### config.mk
export PLATFORM = sky130hd
export DESIGN_NAME = rmc_lane
export DESIGN_NICKNAME = d
export VERILOG_FILES = /design/src/design/rmc_pkg.sv /design/src/design/rmc_lane.sv
export SDC_FILE = /design/constraint.sdc
export NUM_CORES = 2
export LEC_CHECK = 0
export ABC_AREA = 1
export BUFFER_PORTS_ARGS = -buffer_cell sky130_fd_sc_hd__buf_2
export CORE_MARGIN = 4
export CORE_UTILIZATION = 71
export CTS_CLUSTER_SIZE = 12
export DETAILED_ROUTE_END_ITERATION = 8
export GPL_TIMING_DRIVEN = 0
export PLACE_DENSITY = 0.9
export SYNTH_ARGS = -nofsm -noshare
export SYNTH_HDL_FRONTEND = slang
export SYNTH_SLANG_ARGS = --single-unit
### constraint.sdc
create_clock -name clk -period 23.9 [get_ports clk]
set_input_delay 2.39 -clock clk [delete_from_list [all_inputs] [get_ports clk]]
set_output_delay 2.39 -clock clk [all_outputs]
set_load 0.005 [all_outputs]
### src/design/rmc_pkg.sv
// ----------------------------------------------------------------------------
// rmc_pkg
// Shared constants, ROM contents and arithmetic helpers for the RGB
// perceptron classifier.
// ----------------------------------------------------------------------------
package rmc_pkg;

    localparam int DEF_INPUT_COUNT   = 3;
    localparam int DEF_FIRST_HIDDEN  = 16;
    localparam int DEF_SECOND_HIDDEN = 8;
    localparam int DEF_CLASS_COUNT   = 3;
    localparam int DEF_WEIGHT_BITS   = 16;

    localparam int FIELD_COUNT = 3;
    localparam int LEVEL_BITS  = 8;
    localparam int ACC_BITS    = 32;
    localparam int WEIGHT_FRAC = 12;
    localparam int BIAS_SHIFT  = 8;
    localparam int CLASS_BITS  = 2;

    localparam int W_TOTAL = 200;
    localparam int B_TOTAL = 27;

    localparam logic signed [ACC_BITS-1:0] ACC_MAX = 32'sh7FFF_FFFF;
    localparam logic signed [ACC_BITS-1:0] ACC_MIN = 32'sh8000_0000;

    typedef logic signed [ACC_BITS-1:0] acc_t;

    function automatic logic signed [31:0] weight_rom(input logic [7:0] idx);
        logic signed [31:0] w;
        case (idx)
            8'd0: w = 1297; 8'd1: w = 369; 8'd2: w = -11139; 8'd3: w = 4733;
            8'd4: w = 5529; 8'd5: w = 8230; 8'd6: w = -10488; 8'd7: w = -4878;
            8'd8: w = 3833; 8'd9: w = -10614; 8'd10: w = 2836; 8'd11: w = -4914;
            8'd12: w = -7426; 8'd13: w = 5995; 8'd14: w = 5108; 8'd15: w = 2882;
            8'd16: w = -6050; 8'd17: w = 8145; 8'd18: w = -9929; 8'd19: w = 2409;
            8'd20: w = -6162; 8'd21: w = 5417; 8'd22: w = 8871; 8'd23: w = 2945;
            8'd24: w = -9916; 8'd25: w = 9335; 8'd26: w = -52; 8'd27: w = -4527;
            8'd28: w = -6497; 8'd29: w = -5078; 8'd30: w = -3395; 8'd31: w = -7726;
            8'd32: w = 6116; 8'd33: w = 2781; 8'd34: w = 5060; 8'd35: w = 9044;
            8'd36: w = -12349; 8'd37: w = -3321; 8'd38: w = -471; 8'd39: w = -3191;
            8'd40: w = 6141; 8'd41: w = -8735; 8'd42: w = 9917; 8'd43: w = -3772;
            8'd44: w = 4829; 8'd45: w = 8774; 8'd46: w = -8763; 8'd47: w = -1876;
            8'd48: w = -1729; 8'd49: w = 3090; 8'd50: w = 711; 8'd51: w = -1684;
            8'd52: w = -269; 8'd53: w = -1536; 8'd54: w = -556; 8'd55: w = -608;
            8'd56: w = 313; 8'd57: w = 1033; 8'd58: w = -1589; 8'd59: w = 1618;
            8'd60: w = -1536; 8'd61: w = 444; 8'd62: w = 1294; 8'd63: w = -2009;
            8'd64: w = 2042; 8'd65: w = -1990; 8'd66: w = -2516; 8'd67: w = -942;
            8'd68: w = -163; 8'd69: w = 249; 8'd70: w = 664; 8'd71: w = 1006;
            8'd72: w = -1598; 8'd73: w = -1121; 8'd74: w = 1020; 8'd75: w = -1207;
            8'd76: w = -861; 8'd77: w = 131; 8'd78: w = 211; 8'd79: w = -268;
            8'd80: w = -2169; 8'd81: w = 2215; 8'd82: w = -375; 8'd83: w = -1038;
            8'd84: w = 291; 8'd85: w = 281; 8'd86: w = -1018; 8'd87: w = 680;
            8'd88: w = 1475; 8'd89: w = -580; 8'd90: w = -844; 8'd91: w = 1213;
            8'd92: w = -504; 8'd93: w = 429; 8'd94: w = 442; 8'd95: w = -206;
            8'd96: w = 1493; 8'd97: w = 563; 8'd98: w = 924; 8'd99: w = 2520;
            8'd100: w = 398; 8'd101: w = 875; 8'd102: w = 2353; 8'd103: w = 454;
            8'd104: w = 445; 8'd105: w = 909; 8'd106: w = -711; 8'd107: w = -293;
            8'd108: w = 803; 8'd109: w = -554; 8'd110: w = -1840; 8'd111: w = -1011;
            8'd112: w = -923; 8'd113: w = -460; 8'd114: w = 2545; 8'd115: w = -453;
            8'd116: w = -284; 8'd117: w = -795; 8'd118: w = -74; 8'd119: w = -1524;
            8'd120: w = 1685; 8'd121: w = -31; 8'd122: w = -41; 8'd123: w = -213;
            8'd124: w = 2617; 8'd125: w = -66; 8'd126: w = -322; 8'd127: w = 440;
            8'd128: w = 1970; 8'd129: w = -1818; 8'd130: w = -942; 8'd131: w = -1125;
            8'd132: w = -751; 8'd133: w = 1136; 8'd134: w = -712; 8'd135: w = -719;
            8'd136: w = -31; 8'd137: w = 270; 8'd138: w = -1184; 8'd139: w = -914;
            8'd140: w = -2132; 8'd141: w = 606; 8'd142: w = 231; 8'd143: w = 1591;
            8'd144: w = -1298; 8'd145: w = 1316; 8'd146: w = -865; 8'd147: w = -658;
            8'd148: w = -347; 8'd149: w = 1198; 8'd150: w = -80; 8'd151: w = 725;
            8'd152: w = 45; 8'd153: w = -555; 8'd154: w = 470; 8'd155: w = 279;
            8'd156: w = -1451; 8'd157: w = -847; 8'd158: w = 552; 8'd159: w = 365;
            8'd160: w = -113; 8'd161: w = -416; 8'd162: w = -1268; 8'd163: w = 1516;
            8'd164: w = -670; 8'd165: w = 1698; 8'd166: w = -985; 8'd167: w = 2288;
            8'd168: w = 409; 8'd169: w = 484; 8'd170: w = -1196; 8'd171: w = 3219;
            8'd172: w = -361; 8'd173: w = -3048; 8'd174: w = -543; 8'd175: w = -841;
            8'd176: w = -590; 8'd177: w = 1416; 8'd178: w = -1063; 8'd179: w = -726;
            8'd180: w = -947; 8'd181: w = 826; 8'd182: w = -119; 8'd183: w = -1518;
            8'd184: w = -1910; 8'd185: w = -1208; 8'd186: w = -907; 8'd187: w = 679;
            8'd188: w = 1314; 8'd189: w = -1460; 8'd190: w = -1356; 8'd191: w = -1533;
            8'd192: w = 1865; 8'd193: w = -186; 8'd194: w = 1673; 8'd195: w = -2103;
            8'd196: w = -1735; 8'd197: w = -889; 8'd198: w = 1328; 8'd199: w = 1687;
            default: w = 0;
        endcase
        return w;
    endfunction

    function automatic logic signed [31:0] bias_rom(input logic [7:0] idx);
        logic signed [31:0] b;
        case (idx)
            8'd0: b = 5341; 8'd1: b = -9451; 8'd2: b = 7353; 8'd3: b = 7500;
            8'd4: b = -1338; 8'd5: b = -3282; 8'd6: b = 8142; 8'd7: b = -8995;
            8'd8: b = 2326; 8'd9: b = 8280; 8'd10: b = 2331; 8'd11: b = -8272;
            8'd12: b = 9793; 8'd13: b = 3037; 8'd14: b = -6797; 8'd15: b = -576;
            8'd16: b = 1139; 8'd17: b = 3066; 8'd18: b = 456; 8'd19: b = -2723;
            8'd20: b = -696; 8'd21: b = 3451; 8'd22: b = 984; 8'd23: b = -209;
            8'd24: b = -250; 8'd25: b = -199; 8'd26: b = -1969;
            default: b = 0;
        endcase
        return b;
    endfunction

    function automatic acc_t sat_add(input acc_t a, input logic signed [63:0] p);
        logic signed [64:0] s;
        s = 65'(a) + 65'(p);
        if (s > 65'(ACC_MAX))
            return ACC_MAX;
        else if (s < 65'(ACC_MIN))
            return ACC_MIN;
        else
            return s[ACC_BITS-1:0];
    endfunction

endpackage

### src/design/rmc_lane.sv
// ----------------------------------------------------------------------------
// rmc_lane
// One multiply-accumulate lane: loads a bias, adds one product a cycle while
// mac is high (optional floor rescale), saturates, optional ReLU on read-out.
// ----------------------------------------------------------------------------
module rmc_lane
    import rmc_pkg::*;
#(
    parameter int WEIGHT_BITS = DEF_WEIGHT_BITS
)
(
    input  logic                          clk,
    input  logic                          load,
    input  logic                          mac,
    input  logic                          rescale,
    input  logic                          relu,
    input  logic signed [WEIGHT_BITS-1:0] bias,
    input  acc_t                          src,
    input  logic signed [WEIGHT_BITS-1:0] weight,
    output acc_t                          result
);

    acc_t acc_reg;
    logic signed [ACC_BITS+WEIGHT_BITS-1:0] prod;
    logic signed [63:0] term;
    logic signed [63:0] bias_ext;

    assign prod     = src * weight;
    assign bias_ext = 64'(bias) <<< BIAS_SHIFT;
    assign term     = rescale ? (64'(prod) >>> WEIGHT_FRAC) : 64'(prod);
    assign result   = (relu && acc_reg[ACC_BITS-1]) ? '0 : acc_reg;

    always_ff @(posedge clk)
    begin
        if (load)
            acc_reg <= sat_add('0, bias_ext);
        else if (mac)
            acc_reg <= sat_add(acc_reg, term);
    end

endmodule

==> impl_results.md <==
- Synth area leaders: fa_1, inv_1, nand2_1, ha_1, edfxtp_1
- Largest register FFs: 32
- WHS: approximately 0.75 ns
- Vias in the first global route: 24700
- Max cap viols: 0
- Hold_sp: acc_reg[0]$_DFFE_PP_
- Hold_buf cts: 0
- Final Routed Wirelength: 81.6 mm
- Clock Latency Late Sink: ~0.28 ns
- CP startpoint kind: input pin
- FF/Latch Area: a little under 1000 sq um
- Post-synth top area cell: fa_1
- Postcts setup bufs: 0
- Syn Nets: 4440
- Worst-path clk slew: 0.05 ns
- Worst Path Required: 23.90 ns
- Share of the synthesized area in the top cell type: 38.3%
- CTS resizes: 0
- Worst-Margin Slew: 1.26 ns
- Cell Rows: 69
- Clock sink total: 32
- Syn Area/Cell: 6.84 sq um
- Fin cells: between 4000 and 5000
- Starting DRT DRC Count: 2197
- Vias: between 20000 and 25000
- CP Capture Type: flop
- Top_reg_cell synth: edfxtp_1
- CTS tree: built
- Achievable clock frequency: 0.0785 GHz
- Rel. slew slack: 16.0%
- RSZ-0062 raised after global routing: no
- Dpl cells: 4253
- FILL cells: 2893
- Clk_skew: 0.00720 ns
- Gate Count Post-Synth: 3720
- Port buffer count: 72
- Crit-path slowest cell: clkbuf_1
- First-pass GRT wire length: 130 mm
- Final nets: 4519
- Placer's final routability congestion estimate: 1.08
- Tot GR Track Use: 43.1%
- Drt first pass iters: 6
- Setup crit start: src[22]
- Clock root buffer: clkbuf_16
- Yosys warns: 0
- Crit share post-route: 53.3%
- Drt wl/cell: roughly 19 um
- DRC viols: 0
- Initial antenna violation count: 3
- Area grow syn2layout: 4.32%
- Max stage delay on crit path: 0.70 ns
- Final hold vios: 0
- FFs w/ async S/R, synth: 0%
- Final setup fails: 0
- Arr. time, crit path: about 13 ns
- Starting Density: 71.8%
- Yosys reg bits: 32
- DP HPWL: slightly above 70 mm
- Clock Tree Buf Depth: 2
- Synth Cell Area: 25500 sq um
- Routed Antenna Nets: 0
- Antenna fix cells: 0
- TritonCTS Buffers: 5
- Final min period: between 10 and 15 ns
- Critical R2R Launch: acc_reg[31]$_DFFE_PP_
- Sequential-to-total area share from yosys stat: about 3.8%
- GRT overflow: 0
- Setup_tns: 0 ns
- Layout cells sized above 1: 4.55%
- Critical Setup Path Class: input pin to flop
- Status: finished, final reports clean
- Worst Path Max Fanout: 10
- HP Class: flop to flop
- Post-synth cell types: 49
- Via/cell ratio: 5.61
- Final design utilization: between 70% and 80%
- Final Max Slew Viols: 0
- Die area: 39000 sq um
- Pin count of the biggest net entering global routing: 33
- Die X: 197 um
- Multi-input logic area: slightly below 20000 sq um
- Io pins: 101
- Core area: 35500 sq um
- Htree depth: 2
- Post-synth EDFFs: 32
- Die Y: 197 um
-- worst max-delay path: cells and delay by family --
family / cells / cell delay [ns]
AND/OR/NAND/NOR: 17 / 2.47
adder cells (fa/ha/maj): 8 / 3.90
AO/OA/AOI/OAI: 7 / 2.02
buffers and inverters: 11 / 1.91
-- metrics by stage --
step | setup slack (ns) | area, sq um
after floorplan | 13.75 | 25500
after global placement | 11.48 | 26400
after detailed placement | 11.39 | 26400
after CTS | 11.65 | 26600
after global routing | 10.79 | 26600
final | 11.16 | 26600
-- area by class of cell --
type,count,area share (%)
flip-flops and latches,32,3.62
inverters,1106,15.6
clock inverters,2,0.132
plain buffers,126,1.90
repair buffers,72,1.36
clock buffers,6,0.485
well taps,461,2.17
multi-input cells,2456,74.7
-- placed cells by master (no fill, tap or decap), types with 3 or more instances in the layout --
cell,count
inv_1,1092
nor3_1,12
clkbuf_1,121
buf_2,73
nand2_2,19
nor2_2,16
o21bai_2,3
nor2_1,225
clkbuf_16,5
nor4_1,5
a21o_1,6
edfxtp_1,32
a21oi_2,11
xnor2_1,25
fa_1,487
and2_1,4
nand2_1,1071
o21a_1,7
nand3_1,71
o21bai_1,11
ha_1,164
o21ai_0,75
a21oi_1,114
xor2_1,39
nand4_1,35
o31ai_1,3
inv_2,13
buf_6,4
nand3b_1,6
nand3_2,6
or2_2,13
a31oi_1,11
-- per-layer routing --
metal | vias up | global-route usage, % | share of wire [%]
met5 | - | 0 | 0.058
met4 | 6 | 23.8 | 7.6
met3 | 430 | 12.1 | 13
met1 | 11200 | 53.1 | 35
li1 | 10800 | - | -
met2 | 1500 | 69.0 | 44
-- cell usage after synthesis, types with 7 or more instances --
master and n:
nand2_1 1071, fa_1 487, a21oi_1 114, nand3_1 71, clkbuf_1 120, o21ai_0 75, xnor2_1 25, inv_1 1092
or2_2 13, a21oi_2 11, edfxtp_1 32, o21bai_1 11, inv_2 13, ha_1 164, nor2_2 16, o21a_1 7
a31oi_1 11, nor3_1 12, xor2_1 39, nand4_1 35, nor2_1 225, nand2_2 19
-- final timing paths --
check                           depth (start not counted)  slack [ns]                     to
worst max register to register                         17       19.96  acc_reg[29]$_DFFE_PP_
worst min register to register                          3        0.75   acc_reg[0]$_DFFE_PP_
worst min-delay path                                    3        0.75   acc_reg[0]$_DFFE_PP_
worst max-delay path                                   43       11.16  acc_reg[29]$_DFFE_PP_
-- kinds of logic (layout without fill, tap and decap cells) --
family	count (synthesis)	count (layout)	synth area share (%)
AO/OA/AOI/OAI	252	252	5.66
XOR/XNOR	64	64	2.20
AND/OR/NAND/NOR	1488	1488	23.7
adder cells (fa/ha/maj)	651	651	46.4
multiplexers	1	1	0.0393
flip-flops	32	32	3.77
buffers and inverters	1232	1312	18.3
Power is not shown: default switching activity piles up to over one toggle a cycle in this logic, so the estimate is an artifact.
