**src/design/rmc_pkg.sv**
```systemverilog
// ----------------------------------------------------------------------------
// rmc_pkg
// Shared constants, ROM contents and arithmetic helpers for the RGB
// perceptron classifier.
// ----------------------------------------------------------------------------
package rmc_pkg;

    localparam int DEF_INPUT_COUNT   = 3;
    localparam int DEF_FIRST_HIDDEN  = 16;
    localparam int DEF_SECOND_HIDDEN = 8;
    localparam int DEF_CLASS_COUNT   = 3;
    localparam int DEF_WEIGHT_BITS   = 16;

    localparam int FIELD_COUNT = 3;
    localparam int LEVEL_BITS  = 8;
    localparam int ACC_BITS    = 32;
    localparam int WEIGHT_FRAC = 12;
    localparam int BIAS_SHIFT  = 8;
    localparam int CLASS_BITS  = 2;

    localparam int W_TOTAL = 200;
    localparam int B_TOTAL = 27;

    localparam logic signed [ACC_BITS-1:0] ACC_MAX = 32'sh7FFF_FFFF;
    localparam logic signed [ACC_BITS-1:0] ACC_MIN = 32'sh8000_0000;

    typedef logic signed [ACC_BITS-1:0] acc_t;

    function automatic logic signed [31:0] weight_rom(input logic [7:0] idx);
        logic signed [31:0] w;
        case (idx)
            8'd0: w = 1297; 8'd1: w = 369; 8'd2: w = -11139; 8'd3: w = 4733;
            8'd4: w = 5529; 8'd5: w = 8230; 8'd6: w = -10488; 8'd7: w = -4878;
            8'd8: w = 3833; 8'd9: w = -10614; 8'd10: w = 2836; 8'd11: w = -4914;
            8'd12: w = -7426; 8'd13: w = 5995; 8'd14: w = 5108; 8'd15: w = 2882;
            8'd16: w = -6050; 8'd17: w = 8145; 8'd18: w = -9929; 8'd19: w = 2409;
            8'd20: w = -6162; 8'd21: w = 5417; 8'd22: w = 8871; 8'd23: w = 2945;
            8'd24: w = -9916; 8'd25: w = 9335; 8'd26: w = -52; 8'd27: w = -4527;
            8'd28: w = -6497; 8'd29: w = -5078; 8'd30: w = -3395; 8'd31: w = -7726;
            8'd32: w = 6116; 8'd33: w = 2781; 8'd34: w = 5060; 8'd35: w = 9044;
            8'd36: w = -12349; 8'd37: w = -3321; 8'd38: w = -471; 8'd39: w = -3191;
            8'd40: w = 6141; 8'd41: w = -8735; 8'd42: w = 9917; 8'd43: w = -3772;
            8'd44: w = 4829; 8'd45: w = 8774; 8'd46: w = -8763; 8'd47: w = -1876;
            8'd48: w = -1729; 8'd49: w = 3090; 8'd50: w = 711; 8'd51: w = -1684;
            8'd52: w = -269; 8'd53: w = -1536; 8'd54: w = -556; 8'd55: w = -608;
            8'd56: w = 313; 8'd57: w = 1033; 8'd58: w = -1589; 8'd59: w = 1618;
            8'd60: w = -1536; 8'd61: w = 444; 8'd62: w = 1294; 8'd63: w = -2009;
            8'd64: w = 2042; 8'd65: w = -1990; 8'd66: w = -2516; 8'd67: w = -942;
            8'd68: w = -163; 8'd69: w = 249; 8'd70: w = 664; 8'd71: w = 1006;
            8'd72: w = -1598; 8'd73: w = -1121; 8'd74: w = 1020; 8'd75: w = -1207;
            8'd76: w = -861; 8'd77: w = 131; 8'd78: w = 211; 8'd79: w = -268;
            8'd80: w = -2169; 8'd81: w = 2215; 8'd82: w = -375; 8'd83: w = -1038;
            8'd84: w = 291; 8'd85: w = 281; 8'd86: w = -1018; 8'd87: w = 680;
            8'd88: w = 1475; 8'd89: w = -580; 8'd90: w = -844; 8'd91: w = 1213;
            8'd92: w = -504; 8'd93: w = 429; 8'd94: w = 442; 8'd95: w = -206;
            8'd96: w = 1493; 8'd97: w = 563; 8'd98: w = 924; 8'd99: w = 2520;
            8'd100: w = 398; 8'd101: w = 875; 8'd102: w = 2353; 8'd103: w = 454;
            8'd104: w = 445; 8'd105: w = 909; 8'd106: w = -711; 8'd107: w = -293;
            8'd108: w = 803; 8'd109: w = -554; 8'd110: w = -1840; 8'd111: w = -1011;
            8'd112: w = -923; 8'd113: w = -460; 8'd114: w = 2545; 8'd115: w = -453;
            8'd116: w = -284; 8'd117: w = -795; 8'd118: w = -74; 8'd119: w = -1524;
            8'd120: w = 1685; 8'd121: w = -31; 8'd122: w = -41; 8'd123: w = -213;
            8'd124: w = 2617; 8'd125: w = -66; 8'd126: w = -322; 8'd127: w = 440;
            8'd128: w = 1970; 8'd129: w = -1818; 8'd130: w = -942; 8'd131: w = -1125;
            8'd132: w = -751; 8'd133: w = 1136; 8'd134: w = -712; 8'd135: w = -719;
            8'd136: w = -31; 8'd137: w = 270; 8'd138: w = -1184; 8'd139: w = -914;
            8'd140: w = -2132; 8'd141: w = 606; 8'd142: w = 231; 8'd143: w = 1591;
            8'd144: w = -1298; 8'd145: w = 1316; 8'd146: w = -865; 8'd147: w = -658;
            8'd148: w = -347; 8'd149: w = 1198; 8'd150: w = -80; 8'd151: w = 725;
            8'd152: w = 45; 8'd153: w = -555; 8'd154: w = 470; 8'd155: w = 279;
            8'd156: w = -1451; 8'd157: w = -847; 8'd158: w = 552; 8'd159: w = 365;
            8'd160: w = -113; 8'd161: w = -416; 8'd162: w = -1268; 8'd163: w = 1516;
            8'd164: w = -670; 8'd165: w = 1698; 8'd166: w = -985; 8'd167: w = 2288;
            8'd168: w = 409; 8'd169: w = 484; 8'd170: w = -1196; 8'd171: w = 3219;
            8'd172: w = -361; 8'd173: w = -3048; 8'd174: w = -543; 8'd175: w = -841;
            8'd176: w = -590; 8'd177: w = 1416; 8'd178: w = -1063; 8'd179: w = -726;
            8'd180: w = -947; 8'd181: w = 826; 8'd182: w = -119; 8'd183: w = -1518;
            8'd184: w = -1910; 8'd185: w = -1208; 8'd186: w = -907; 8'd187: w = 679;
            8'd188: w = 1314; 8'd189: w = -1460; 8'd190: w = -1356; 8'd191: w = -1533;
            8'd192: w = 1865; 8'd193: w = -186; 8'd194: w = 1673; 8'd195: w = -2103;
            8'd196: w = -1735; 8'd197: w = -889; 8'd198: w = 1328; 8'd199: w = 1687;
            default: w = 0;
        endcase
        return w;
    endfunction

    function automatic logic signed [31:0] bias_rom(input logic [7:0] idx);
        logic signed [31:0] b;
        case (idx)
            8'd0: b = 5341; 8'd1: b = -9451; 8'd2: b = 7353; 8'd3: b = 7500;
            8'd4: b = -1338; 8'd5: b = -3282; 8'd6: b = 8142; 8'd7: b = -8995;
            8'd8: b = 2326; 8'd9: b = 8280; 8'd10: b = 2331; 8'd11: b = -8272;
            8'd12: b = 9793; 8'd13: b = 3037; 8'd14: b = -6797; 8'd15: b = -576;
            8'd16: b = 1139; 8'd17: b = 3066; 8'd18: b = 456; 8'd19: b = -2723;
            8'd20: b = -696; 8'd21: b = 3451; 8'd22: b = 984; 8'd23: b = -209;
            8'd24: b = -250; 8'd25: b = -199; 8'd26: b = -1969;
            default: b = 0;
        endcase
        return b;
    endfunction

    function automatic acc_t sat_add(input acc_t a, input logic signed [63:0] p);
        logic signed [64:0] s;
        s = 65'(a) + 65'(p);
        if (s > 65'(ACC_MAX))
            return ACC_MAX;
        else if (s < 65'(ACC_MIN))
            return ACC_MIN;
        else
            return s[ACC_BITS-1:0];
    endfunction

endpackage

```
**src/design/rmc_argmax.sv**
```systemverilog
// ----------------------------------------------------------------------------
// rmc_argmax
// Merging stage: one logit per cycle while step is high; first maximum kept.
// ----------------------------------------------------------------------------
module rmc_argmax
    import rmc_pkg::*;
(
    input  logic                  clk,
    input  logic                  first,
    input  logic                  step,
    input  logic [CLASS_BITS-1:0] idx,
    input  acc_t                  logit,
    output logic [CLASS_BITS-1:0] best_idx,
    output acc_t                  best_val
);

    logic [CLASS_BITS-1:0] idx_reg;
    acc_t                  val_reg;

    assign best_idx = idx_reg;
    assign best_val = val_reg;

    always_ff @(posedge clk)
    begin
        if (step && (first || logit > val_reg))
        begin
            idx_reg <= idx;
            val_reg <= logit;
        end
    end

endmodule

```
**config.mk**
```make
export PLATFORM = sky130hd
export DESIGN_NAME = rmc_argmax
export DESIGN_NICKNAME = d
export VERILOG_FILES = /design/src/design/rmc_pkg.sv /design/src/design/rmc_argmax.sv
export SDC_FILE = /design/constraint.sdc
export NUM_CORES = 1
export LEC_CHECK = 0
export BUFFER_PORTS_ARGS = -buffer_cell sky130_fd_sc_hd__buf_2
export CORE_MARGIN = 2
export CORE_UTILIZATION = 45
export CTS_BUF_LIST = sky130_fd_sc_hd__clkbuf_8
export DETAILED_ROUTE_END_ITERATION = 8
export PLACE_DENSITY = 0.74
export SYNTH_ARGS = -nofsm -noshare
export SYNTH_HDL_FRONTEND = slang
export SYNTH_SLANG_ARGS = --single-unit
```
**constraint.sdc**
```tcl
create_clock -name clk -period 6.05 [get_ports clk]
set_input_delay 0.3025 -clock clk [delete_from_list [all_inputs] [get_ports clk]]
set_output_delay 0.3025 -clock clk [all_outputs]
set_load 0.01 [all_outputs]
```
==> qor.log, run 1 <==
qor: status.status finished clean
qor: run.drv.max_cap_violation_count 0
qor: floorplan.floorplan.io_pins 71
qor: synth.synth.area.top_cells edfxtp_1 54%, ha_1 21%, inv_1 6.3%
qor: placed_design.port-buffer-count 70
qor: timing.least_margin_pin_slew 825 ps
qor: critical_path.endpoint best_val[15]$_DFFE_PP_
qor: placed_design.place.gp.congestion 0.718
qor: synth.synth_fa_ha_area_share 21.1%
qor: critical_path.timing.reg2reg.setup_slack 3120 ps
qor: timing.max-slew-margin-rel 44.8%
qor: clocking.postCtsSetupBuffers 0
qor: detailed_routing.drt-pass1-iter-count 4
qor: timing.finalMaxSlewViolations 0
qor: critical_path.crit_start best_val[11]$_DFFE_PP_
qor: critical_path.worstPathArrival 2910 ps
qor: synth.syn_inst 151
qor: clocking.clock_insertion_delay_worst_skew 290 ps
qor: critical_path.critical_path.startpoint_type flip-flop
qor: timing.rsz0062_at_grt false
qor: detailed_routing.routed_via_density 4.93
qor: clocking.post_cts_resize_count 0
qor: global_route.antenna_violations_before_repair 0
qor: pwr.irDropWorstVdd 0.147 mV
qor: synth.post_syn_area 1900 um^2
qor: global_route.grt_remaining_overflow 0
qor: synth.synth_top_area_cell edfxtp_1
qor: critical_path.cp_data_required_time 6030 ps
qor: detailed_routing.drc_errors 0
qor: detailed_routing.route.final.wire_length 3530 um
qor: synth.synth_compound_area_share 8.91%
qor: critical_path.critical_path.endpoint_type flip-flop
qor: detailed_routing.wl_per_cell 12.6 um
qor: synth.dominant_combinational_cell_family_by_area_after_synthesis adder cells
qor: clocking.cts_root_buffer clkbuf_8
qor: detailed_routing.antenna_left 0
qor: timing.achievable-frequency 0.341 GHz
qor: clocking.cts-root-to-sink-buffers 2
qor: critical_path.crit-reg2reg-launch best_val[11]$_DFFE_PP_
qor: timing.hold_viol_final 0
qor: floorplan.row_count 23
qor: synth.yosysUniqueCellTypes 27
qor: clocking.clkTransAtPathRegs 60 ps
qor: worst_hold_path.hold_path.class in -> reg
qor: synth.post-synth-top-area-fraction 53.8%
qor: critical_path.critical_path_class reg -> reg
qor: critical_path.r2r_cells 8
qor: synth.yosys_register_bits 34
qor: synth.sequential_to_total_area_share_from_yosys_stat 53.8%
qor: floorplan.die_width 68.9 um
qor: clocking.cts_hold_buffers 0
qor: pwr.static-leakage-power 1.19 nW
qor: detailed_routing.drtIter0Drc 28
qor: layout.antenna_cells_inserted 0
qor: synth.synthMuxAreaShare 0%
qor: synth.post_synth_xor_area_fraction 0%
qor: synth.synth-warning-count 0
qor: timing.final_min_period_over_clock_period 48.5%
qor: synth.synth_simple_gate_area_share 9.83%
qor: clocking.tritoncts.num_buffers 5
qor: timing.final.min_clock_period 2930 ps
qor: global_route.grt_pass1_wl 5740 um
qor: timing.fin_tns_setup 0 ps
qor: timing.fin_worst_skew 2.77 ps
qor: layout.finalNetCount 298
qor: floorplan.floorplan.initialDensity 47.1%
qor: critical_path.worst-path-max-fanout 18
qor: synth.syn_avg_cell_area 12.6 um^2
qor: floorplan.die_height 68.9 um
qor: clocking.h-tree-depth 2
qor: detailed_routing.routed-via-count 1380
qor: critical_path.regToRegEndpoint best_val[15]$_DFFE_PP_
qor: clocking.tritoncts yes
qor: synth.syn_nets 220
qor: global_route.first_global_vias 1390
qor: global_route.grt_max_degree 19
qor: pwr.power_density 236 nW/um^2
qor: clocking.numClockSinks 34
qor: layout.share_of_cells_above_drive_strength_1 36.5%
qor: timing.worst_hold_slack 190 ps
qor: pwr.finalPower 0.567 mW
qor: global_route.grt_usage 16.6%
qor: floorplan.die_area 4750 um^2
qor: placed_design.place_hpwl 2920 um
qor: layout.area_delta_synth_final 26.8%
qor: timing.setup_violations 0
qor: floorplan.floorplan_core_area 4030 um^2
## power breakdown
| group | total [mW] | internal (mW) | switching [mW] | leakage [nW] |
|---|---|---|---|---|
| Clock | 0.157 | 0.0773 | 0.0797 | 0.0468 |
| Sequential | 0.292 | 0.284 | 0.00843 | 0.326 |
| Combinational | 0.118 | 0.0502 | 0.0676 | 0.812 |
## kinds of logic after synthesis
family | count (synthesis)
compound gates | 26
fa+ha+maj | 32
buf+inv | 32
flops | 34
simple gates | 27
## final cells by class
type | count | area, um^2
sequential | 34 | 1020
clock buffer | 5 | 68.8
tap | 50 | 62.6
timing repair buffer | 71 | 358
fill | 342 | 1620
inverter | 32 | 120
clock inverter | 3 | 12.5
multi-input combinational | 85 | 763
## how the worst min path moves through the flow
stage	from	depth (start not counted)	to
global placement	idx[0]	1	best_idx[0]$_DFFE_PP_
floorplan	idx[0]	0	best_idx[0]$_DFFE_PP_
detailed placement	idx[0]	1	best_idx[0]$_DFFE_PP_
finish	idx[0]	1	best_idx[0]$_DFFE_PP_
CTS	idx[0]	1	best_idx[0]$_DFFE_PP_
global route	idx[0]	1	best_idx[0]$_DFFE_PP_
## per-layer routing
layer  vias up  track usage (%)  wire length, um
li1        705                -                -
met1       620             20.9             1570
met2        49             26.7             1630
met3         6             4.71              278
met4         0             7.35               51
met5         -                0                0
## per-stage QoR
stage	utilization (%)	cells	area, um^2	worst slack [ps]
after detailed placement	57.7	272	2320	3000
after floorplan	-	151	1900	2730
after global routing	59.7	280	2410	2790
after global placement	57.7	272	2320	3070
final	59.7	280	2410	3120
after CTS	59.7	280	2410	3030
## worst max-delay path, cell delays in order, from the launching register on
cell and delay [ps]:
edfxtp_1 360, inv_1 50, ha_1 310, nand4_1 160, nor4_2 290, a21boi_2 200, o31ai_1 120, a211oi_4 740
buf_4 390
## cell usage after synthesis
cell	n
nand4_1	5
edfxtp_1	34
o211ai_1	1
a221o_1	1
nor3_2	1
nand2_1	8
nor2b_1	1
a21oi_1	13
a2bb2oi_1	1
nand4_2	1
nor4_2	1
nor2_1	3
nand3_1	4
o31ai_1	1
nand4_4	1
ha_1	32
o21ai_1	1
nor4_4	1
a221oi_1	1
and4b_1	1
a211oi_2	1
o21a_1	1
a21boi_2	1
a21o_1	1
inv_1	32
o21ai_0	2
a211oi_1	1
## cell usage in the layout, fill, tap and decap left out
cell / instances
buf_2: 70
edfxtp_1: 34
inv_1: 33
ha_1: 32
a21oi_1: 13
nand2_1: 8
nand4_1: 5
clkbuf_8: 5
nand3_1: 4
nor2_1: 3
o21ai_0: 2
nand4_2: 1
a221o_1: 1
nor2b_1: 1
o211ai_1: 1
nor4_2: 1
a21boi_2: 1
a21o_1: 1
nand4_4: 1
nor4_4: 1
o31ai_1: 1
a221oi_1: 1
o21a_1: 1
nor3_2: 1
o21ai_1: 1
a2bb2oi_1: 1
and4b_1: 1
a211oi_1: 1
a211oi_4: 1
clkinv_1: 1
clkinv_2: 1
buf_4: 1
## registers in the layout, indices dropped and copies added (netlist names)
register / cells
best_idx: 2
best_val: 32
(Power assumes the default switching activity.)
==> inputs of run 2 (changes only) <==
--- a/config.mk
+++ b/config.mk
@@ -5,12 +5,13 @@
 export SDC_FILE = /design/constraint.sdc
 export NUM_CORES = 1
 export LEC_CHECK = 0
+export ABC_AREA = 1
 export BUFFER_PORTS_ARGS = -buffer_cell sky130_fd_sc_hd__buf_2
 export CORE_MARGIN = 2
 export CORE_UTILIZATION = 45
 export CTS_BUF_LIST = sky130_fd_sc_hd__clkbuf_8
 export DETAILED_ROUTE_END_ITERATION = 8
-export PLACE_DENSITY = 0.74
+export PLACE_DENSITY = 0.77
 export SYNTH_ARGS = -nofsm -noshare
 export SYNTH_HDL_FRONTEND = slang
 export SYNTH_SLANG_ARGS = --single-unit
==> constraint.sdc (replaced) <==
create_clock -name clk -period 2.6 [get_ports clk]
set_input_delay 0.13 -clock clk [delete_from_list [all_inputs] [get_ports clk]]
set_output_delay 0.13 -clock clk [all_outputs]
set_load 0.01 [all_outputs]
==> run 2 against run 1 <==
  * First-iteration DRC count increased to 2.8 times the previous value
  * Critical path depth increased by 5
  * Setup slack got worse by 2700 ps
  * Synthesized cell count up 21%
  * Critical path type unchanged
==> qor.log, run 2 <==
qor: floorplan.die_area 4830 um^2 [was 4750 um^2]
qor: synth.post_syn_area 1930 um^2 [was 1900 um^2]
qor: pwr.power_density 533 nW/um^2 [was 236 nW/um^2]
qor: global_route.grt_pass1_wl 6080 um [was 5740 um]
qor: detailed_routing.antenna_left 0 [unchanged]
qor: clocking.clkTransAtPathRegs 70 ps [was 60 ps]
qor: critical_path.critical-path-top-cell-by-count nand2_1
qor: worst_hold_path.hold_path.class in -> reg [unchanged]
qor: critical_path.critical_path.endpoint_type flip-flop [unchanged]
qor: timing.max-slew-margin-rel 84.5% [was 44.8%]
qor: detailed_routing.drtIter0Drc 79 [was 28]
qor: clocking.tritoncts.num_buffers 5 [unchanged]
qor: detailed_routing.drt-pass1-iter-count 4 [unchanged]
qor: global_route.antenna_violations_before_repair 0 [unchanged]
qor: clocking.tritoncts yes [unchanged]
qor: clocking.clock_insertion_delay_worst_skew 280 ps [was 290 ps]
qor: critical_path.cp_data_required_time 2570 ps [was 6030 ps]
qor: worst_hold_path.min_path_cells 1 [unchanged]
qor: critical_path.critical_path.startpoint_type flip-flop [unchanged]
qor: placed_design.post-place-ws 423 ps [was 3000 ps]
qor: placed_design.place_hpwl 2870 um [was 2920 um]
qor: synth.post-synth-top-area-fraction 52.9% [was 53.8%]
qor: floorplan.floorplan.io_pins 71 [unchanged]
qor: global_route.grt_max_degree 18 [was 19]
qor: synth.yosys_register_bits 34 [unchanged]
qor: synth.synth.area.top_cells edfxtp_1 53%, ha_1 21%, inv_1 8.0% [was edfxtp_1 54%, ha_1 21%, inv_1 6.3%]
qor: clocking.postCtsSetupBuffers 0 [unchanged]
qor: layout.layout.cells.most_common_list 70 x buf_2, 41 x inv_1, 36 x nand2_1 [was 70 x buf_2, 34 x edfxtp_1, 33 x inv_1]
qor: synth.syn_inst 182 [was 151]
qor: timing.finalMaxSlewViolations 0 [unchanged]
qor: timing.final_min_period_over_clock_period 83.7% [was 48.5%]
qor: detailed_routing.route.final.wire_length 3500 um [was 3530 um]
qor: clocking.cts-root-to-sink-buffers 2 [unchanged]
qor: status.status finished clean [unchanged]
qor: timing.hold_viol_final 0 [unchanged]
qor: timing.setup_violations 0 [unchanged]
qor: layout.share_of_cells_above_drive_strength_1 33.2% [was 36.5%]
qor: floorplan.row_count 23 [unchanged]
qor: timing.worst_hold_slack 29.8 ps [was 190 ps]
qor: floorplan.floorplan_core_area 4060 um^2 [was 4030 um^2]
qor: synth.synth_edf_count 34 [unchanged]
qor: timing.final.min_clock_period 2180 ps [was 2930 ps]
qor: critical_path.r2r_cells 13 [was 8]
qor: critical_path.worstPathArrival 2140 ps [was 2910 ps]
qor: timing.fin_worst_skew 4.49 ps [was 2.77 ps]
qor: critical_path.crit_path_cell_trace inv_1 -> ha_1 -> a21o_1 -> nor2_1 -> nand2_1 -> nand2_1 -> nand2_2 -> nand2_1 -> nand3_1 -> nand2_1 -> nand2_1 -> a21oi_4 -> buf_4 [was inv_1 -> ha_1 -> nand4_1 -> nor4_2 -> a21boi_2 -> o31ai_1 -> a211oi_4 -> buf_4]
qor: pwr.finalPower 1.30 mW [was 0.567 mW]
qor: clocking.cts_hold_buffers 0 [unchanged]
qor: run.drv.max_cap_violation_count 0 [unchanged]
qor: critical_path.critPathSlowestCell edfxtp_1 [was a211oi_4]
qor: floorplan.floorplan.initialDensity 47.6% [was 47.1%]
qor: detailed_routing.routed-via-count 1440 [was 1380]
qor: synth.syn_avg_cell_area 10.6 um^2 [was 12.6 um^2]
qor: synth.sequential_to_total_area_share_from_yosys_stat 52.9% [was 53.8%]
qor: clocking.numClockSinks 34 [unchanged]
qor: critical_path.worst-path-max-fanout 17 [was 18]
qor: layout.max_reg_flops 32 [unchanged]
qor: floorplan.die_height 69.5 um [was 68.9 um]
qor: layout.mostFrequentLayoutCell buf_2 [unchanged]
qor: timing.least_margin_pin_slew 232 ps [was 825 ps]
qor: synth.synth_commonest_cells 41 x inv_1, 36 x nand2_1, 34 x edfxtp_1 [was 34 x edfxtp_1, 32 x ha_1, 32 x inv_1]
qor: floorplan.die_width 69.5 um [was 68.9 um]
qor: global_route.grt_remaining_overflow 0 [unchanged]
qor: clocking.h-tree-depth 2 [unchanged]
qor: synth.synth-warning-count 0 [unchanged]
qor: timing.rsz0062_at_grt false [unchanged]
qor: detailed_routing.drc_errors 0 [unchanged]
qor: critical_path.critical_path_class reg -> reg [unchanged]
qor: placed_design.port-buffer-count 70 [unchanged]
qor: clocking.cts_root_buffer clkbuf_8 [unchanged]
qor: layout.antenna_cells_inserted 0 [unchanged]
qor: timing.achievable-frequency 0.460 GHz [was 0.341 GHz]
qor: detailed_routing.routed_via_density 4.62 [was 4.93]
qor: global_route.first_global_vias 1455 [was 1390]
qor: detailed_routing.wl_per_cell 11.2 um [was 12.6 um]
qor: timing.fin_tns_setup 0 ps [unchanged]
qor: layout.nFillCells 355 [was 342]
qor: global_route.grt_usage 15.5% [was 16.6%]
qor: timing.setup_slack 425 ps [was 3120 ps]
qor: synth.syn_nets 251 [was 220]
qor: synth.async_flop_share 0% [unchanged]
qor: placed_design.place.gp.congestion 0.760 [was 0.718]
qor: synth.yosysMostFrequentCell inv_1 [was edfxtp_1]
qor: pwr.irDropWorstVdd 0.352 mV [was 0.147 mV]
qor: layout.finalNetCount 330 [was 298]
qor: synth.synth_top_area_cell edfxtp_1 [unchanged]
qor: layout.area_delta_synth_final 26.7% [was 26.8%]
qor: synth.synthFlopType edfxtp_1 [unchanged]
qor: critical_path.cp_slowest_stage_delay 390 ps [was 740 ps]
qor: synth.yosysUniqueCellTypes 17 [was 27]
qor: pwr.static-leakage-power 1.28 nW [was 1.19 nW]
qor: clocking.post_cts_resize_count 0 [unchanged]
-- run 2: worst max-delay path, delay by kind of cell, from the launching register on --
family                     cells  cell delay [ps]
AOI/OAI and AO/OA              2              320
buffers and inverters          2              350
adders and majority gates      1              240
and+or+nand+nor                8              560
DFF                            1              390
-- run 2: final cells by class --
type | instances | area, um^2 | area share (%)
Sequential cell | 34 | 1020 | 41.7
Clock buffer | 5 | 68.8 | 2.81
Multi-Input combinational cell | 106 | 759 | 31.0
Clock inverter | 3 | 11.3 | 0.460
Timing Repair Buffer | 72 | 365 | 14.9
Tap cell | 50 | 62.6 | 2.56
Inverter | 42 | 158 | 6.44
-- run 2: kinds of logic after synthesis --
family	synth area share [%]
and+or+nand+nor	12.4
buffers and inverters	8.17
DFF	52.9
AOI/OAI and AO/OA	5.77
adders and majority gates	20.7
-- run 2: routing by layer --
metal | vias to the layer above | track usage [%] | routed length, um
li1 | 757 | - | -
met1 | 625 | 20.0 | 1670
met2 | 54 | 24.8 | 1530
met3 | 4 | 5.23 | 254
met4 | 0 | 4.79 | 41
met5 | - | 0 | 0
-- run 2: worst paths after layout --
kind	startpoint	endpoint	slack [ps]
hold / removal	idx[1]	best_idx[1]$_DFFE_PP_	30
setup reg to reg	best_val[7]$_DFFE_PP_	best_val[29]$_DFFE_PP_	420
setup / recovery	best_val[7]$_DFFE_PP_	best_val[29]$_DFFE_PP_	420
hold reg to reg	best_val[0]$_DFFE_PP_	best_val[14]$_DFFE_PP_	1300
-- run 2: stage by stage --
step	util (%)	std cells	area, um^2
global route	60.3	312	2450
finish	60.3	312	2450
detailed placement	58.3	304	2370
floorplan	-	182	1940
CTS	60.3	312	2450
global placement	58.3	304	2370
-- run 2: where the power goes --
group	internal, mW	switching (mW)	leakage (nW)
clock	0.179	0.182	0.0407
sequential	0.656	0.0172	0.325
combinational	0.114	0.156	0.913
total	0.949	0.355	1.28
==> inputs of run 3 (changes only) <==
--- a/config.mk
+++ b/config.mk
@@ -5,13 +5,13 @@
 export SDC_FILE = /design/constraint.sdc
 export NUM_CORES = 1
 export LEC_CHECK = 0
-export ABC_AREA = 1
+export ABC_AREA = 0
 export BUFFER_PORTS_ARGS = -buffer_cell sky130_fd_sc_hd__buf_2
 export CORE_MARGIN = 2
 export CORE_UTILIZATION = 45
 export CTS_BUF_LIST = sky130_fd_sc_hd__clkbuf_8
 export DETAILED_ROUTE_END_ITERATION = 8
-export PLACE_DENSITY = 0.77
+export PLACE_DENSITY = 0.74
 export SYNTH_ARGS = -nofsm -noshare
 export SYNTH_HDL_FRONTEND = slang
 export SYNTH_SLANG_ARGS = --single-unit
==> constraint.sdc (replaced) <==
create_clock -name clk -period 2.03 [get_ports clk]
set_input_delay 0.1015 -clock clk [delete_from_list [all_inputs] [get_ports clk]]
set_output_delay 0.1015 -clock clk [all_outputs]
set_load 0.01 [all_outputs]
==> run 3 against run 2 <==
  * Hold slack worse by 19 ps
  * Sequential cell count unchanged
  * Clock power rose by 27%
  * Setup slack lost 720 ps
  * The flow now finishes with violations (setup timing)
  * Critical path type unchanged
  * Final cell count increased by 2.6%
  * Global-route usage increased by 3.2 points
==> qor.log, run 3 (synthesized netlist as in run 1, its figures left out) <==
qor: status.status complete, but fails checks [was finished clean]
qor: status.violations_in_the_final_reports setup timing
qor: floorplan.die_height 68.9 um [was 69.5 um]
qor: floorplan.floorplan_core_area 4030 um^2 [was 4060 um^2]
qor: pwr.static-leakage-power 1.39 nW [was 1.28 nW]
qor: layout.antenna_cells_inserted 0 [unchanged]
qor: pwr.power_density 632 nW/um^2 [was 533 nW/um^2]
qor: clocking.clock_insertion_delay_worst_skew 280 ps [about the same]
qor: layout.final-seq-area 1020 um^2 [unchanged]
qor: critical_path.worstPathArrival 2320 ps [was 2140 ps]
qor: detailed_routing.drc_errors 0 [unchanged]
qor: timing.setup_violations 34 [was 0]
qor: floorplan.die_area 4750 um^2 [was 4830 um^2]
qor: critical_path.worst-path-max-fanout 9 [was 17]
qor: critical_path.critical_path_depth 9 [was 13]
qor: detailed_routing.drtIter0Drc 62 [was 79]
qor: critical_path.cp_slowest_stage_delay 370 ps [was 390 ps]
qor: worst_hold_path.min_path_cells 1 [unchanged]
qor: layout.nFillCells 291 [was 355]
qor: timing.finalMaxSlewViolations 0 [unchanged]
qor: pwr.irDropWorstVdd 0.401 mV [was 0.352 mV]
qor: placed_design.port-buffer-count 70 [unchanged]
qor: timing.least_margin_pin_slew 276 ps [was 232 ps]
qor: placed_design.postPlaceCellArea 2570 um^2 [was 2370 um^2]
qor: floorplan.row_count 23 [unchanged]
qor: clocking.tritoncts.num_buffers 5 [unchanged]
qor: critical_path.critical_path.startpoint_type flip-flop [unchanged]
qor: floorplan.die_width 68.9 um [was 69.5 um]
qor: critical_path.critical_path.endpoint_type flip-flop [unchanged]
qor: floorplan.floorplan.initialDensity 47.1% [was 47.6%]
qor: run.drv.max_cap_violation_count 0 [unchanged]
qor: global_route.grt_remaining_overflow 0 [unchanged]
qor: global_route.global_route.usage.met1 22.6% [was 20.0%]
qor: critical_path.r2r_cells 9 [was 13]
qor: clocking.numClockSinks 34 [unchanged]
qor: timing.fin_tns_setup -9090 ps [was 0 ps]
qor: critical_path.cp_data_required_time 2030 ps [was 2570 ps]
qor: global_route.grt_pass1_wl 6470 um [was 6080 um]
qor: detailed_routing.routed-via-count 1545 [was 1440]
qor: placed_design.post-place-ws -290 ps [was 423 ps]
qor: layout.max_reg_flops 32 [unchanged]
qor: critical_path.cp_num_buf_inv 4 [was 2]
qor: timing.final_min_period_over_clock_period 114% [was 83.7%]
qor: detailed_routing.wl_per_cell 13.4 um [was 11.2 um]
qor: layout.finalNetCount 339 [was 330]
qor: layout.stdcell_count 320 [was 312]
qor: critical_path.path_delay_family buffers and inverters [was simple AND/OR/NAND/NOR gates]
qor: critical_path.critPathSlowestCell edfxtp_1 [unchanged]
qor: placed_design.place_hpwl 3190 um [was 2870 um]
qor: critical_path.critical_path_class reg -> reg [unchanged]
qor: timing.hold_viol_final 0 [unchanged]
qor: timing.rsz0062_at_grt true [was false]
qor: clocking.cts-root-to-sink-buffers 2 [unchanged]
qor: global_route.grt.met3_usage 4.87% [was 5.23%]
qor: global_route.met2_demand_to_capacity_share_in_global_routing 32.2% [was 24.8%]
qor: pwr.finalPower 1.84 mW [was 1.30 mW]
qor: worst_hold_path.hold_path.class in -> reg [unchanged]
qor: layout.final_area 2920 um^2 [was 2450 um^2]
qor: detailed_routing.route.final.wire_length 4280 um [was 3500 um]
qor: placed_design.place.gp.congestion 0.692 [was 0.760]
qor: global_route.grt_most_used_layer met2 [unchanged]
qor: global_route.grt_max_degree 10 [was 18]
qor: global_route.first_global_vias 1536 [was 1455]
qor: global_route.antenna_violations_before_repair 0 [unchanged]
qor: timing.setup_slack -293 ps [was 425 ps]
qor: layout.share_of_cells_above_drive_strength_1 52.2% [was 33.2%]
qor: timing.achievable-frequency 0.430 GHz [was 0.460 GHz]
qor: clocking.h-tree-depth 2 [unchanged]
qor: clocking.tritoncts yes [unchanged]
qor: placed_design.placedCellCount 298 [was 304]
qor: layout.area_of_combinational_cells_with_multiple_inputs 913 um^2 [was 759 um^2]
qor: clocking.cts_root_buffer clkbuf_8 [unchanged]
qor: timing.final.min_clock_period 2320 ps [was 2180 ps]
qor: timing.max-slew-margin-rel 81.5% [was 84.5%]
qor: floorplan.floorplan.io_pins 71 [unchanged]
qor: detailed_routing.drt-pass1-iter-count 4 [unchanged]
qor: detailed_routing.antenna_left 0 [unchanged]
qor: layout.fraction_of_the_core_area_covered_by_cells_at_the_end_of_the_flow 72.4% [was 60.3%]
qor: clocking.clkTransAtPathRegs 70 ps [about the same]
qor: timing.fin_worst_skew 7.62 ps [was 4.49 ps]
qor: layout.layout.cells.most_common_list 70 x buf_2, 34 x edfxtp_1, 34 x buf_4 [was 70 x buf_2, 41 x inv_1, 36 x nand2_1]
qor: critical_path.crit_path_cell_trace inv_2 -> ha_4 -> nand4_1 -> buf_4 -> nor4_4 -> o31ai_2 -> a211oi_4 -> buf_6 -> buf_8 [was inv_1 -> ha_1 -> a21o_1 -> nor2_1 -> nand2_1 -> nand2_1 -> nand2_2 -> nand2_1 -> nand3_1 -> nand2_1 -> nand2_1 -> a21oi_4 -> buf_4]
qor: detailed_routing.routed_via_density 4.83 [was 4.62]
qor: layout.mostFrequentLayoutCell buf_2 [unchanged]
qor: timing.worst_hold_slack 10.6 ps [was 29.8 ps]
qor: layout.area_delta_synth_final 53.7% [was 26.7%]
qor: global_route.grt_usage 18.7% [was 15.5%]
run 3: changes by cell type in the layout (fill, tap and decap cells not counted), moves of 4 or more:
cell     before  now
nor2_1        8    2
inv_1        41   29
inv_2         1    5
nand2_1      36    8
ha_1         32   22
buf_4         2   34
ha_4          0   10
run 3: worst reg2reg max path, stage by stage, from the launching register on:
cell	delay (ps)
edfxtp_1	370
inv_2	50
ha_4	270
nand4_1	180
buf_4	200
nor4_4	240
o31ai_2	130
a211oi_4	280
buf_6	170
buf_8	140
run 3: cell type report:
| class | count | share of cell area, % |
|---|---|---|
| sequential | 34 | 35.0 |
| multi-input combinational | 85 | 31.3 |
| timing repair buffer | 112 | 24.8 |
| inverter | 32 | 4.12 |
| clock buffer | 5 | 2.36 |
| tap | 50 | 2.15 |
| clock inverter | 2 | 0.258 |
run 3: timing repair:
action,in CTS,in global routing
buffers inserted,7,5
gates cloned,1,1
setup endpoints to repair,34,34
hold endpoints to repair,3,0
pin swaps,6,8
gates resized for setup,10,13
hold buffers,3,0
run 3: path summary, 6_finish.rpt:
path | from | to | slack, ps
hold / removal | logit[18] | best_val[18]$_DFFE_PP_ | 10
hold reg to reg | best_val[0]$_DFFE_PP_ | best_val[10]$_DFFE_PP_ | 1240
setup reg to reg | best_val[27]$_DFFE_PP_ | best_val[28]$_DFFE_PP_ | -290
setup / recovery | best_val[27]$_DFFE_PP_ | best_val[28]$_DFFE_PP_ | -290
run 3: metal layers:
layer / up-vias / wire, um
met5: - / 0
met1: 696 / 1820
met3: 8 / 245
li1: 785 / -
met4: 0 / 70
met2: 56 / 2150
run 3: report_power, final:
group	switching [mW]	total [mW]	leakage, nW	internal [mW]
Combinational	0.249	0.513	1.02	0.264
Sequential	0.0268	0.873	0.326	0.846
Clock	0.231	0.457	0.0466	0.226
Total	0.507	1.84	1.39	1.34
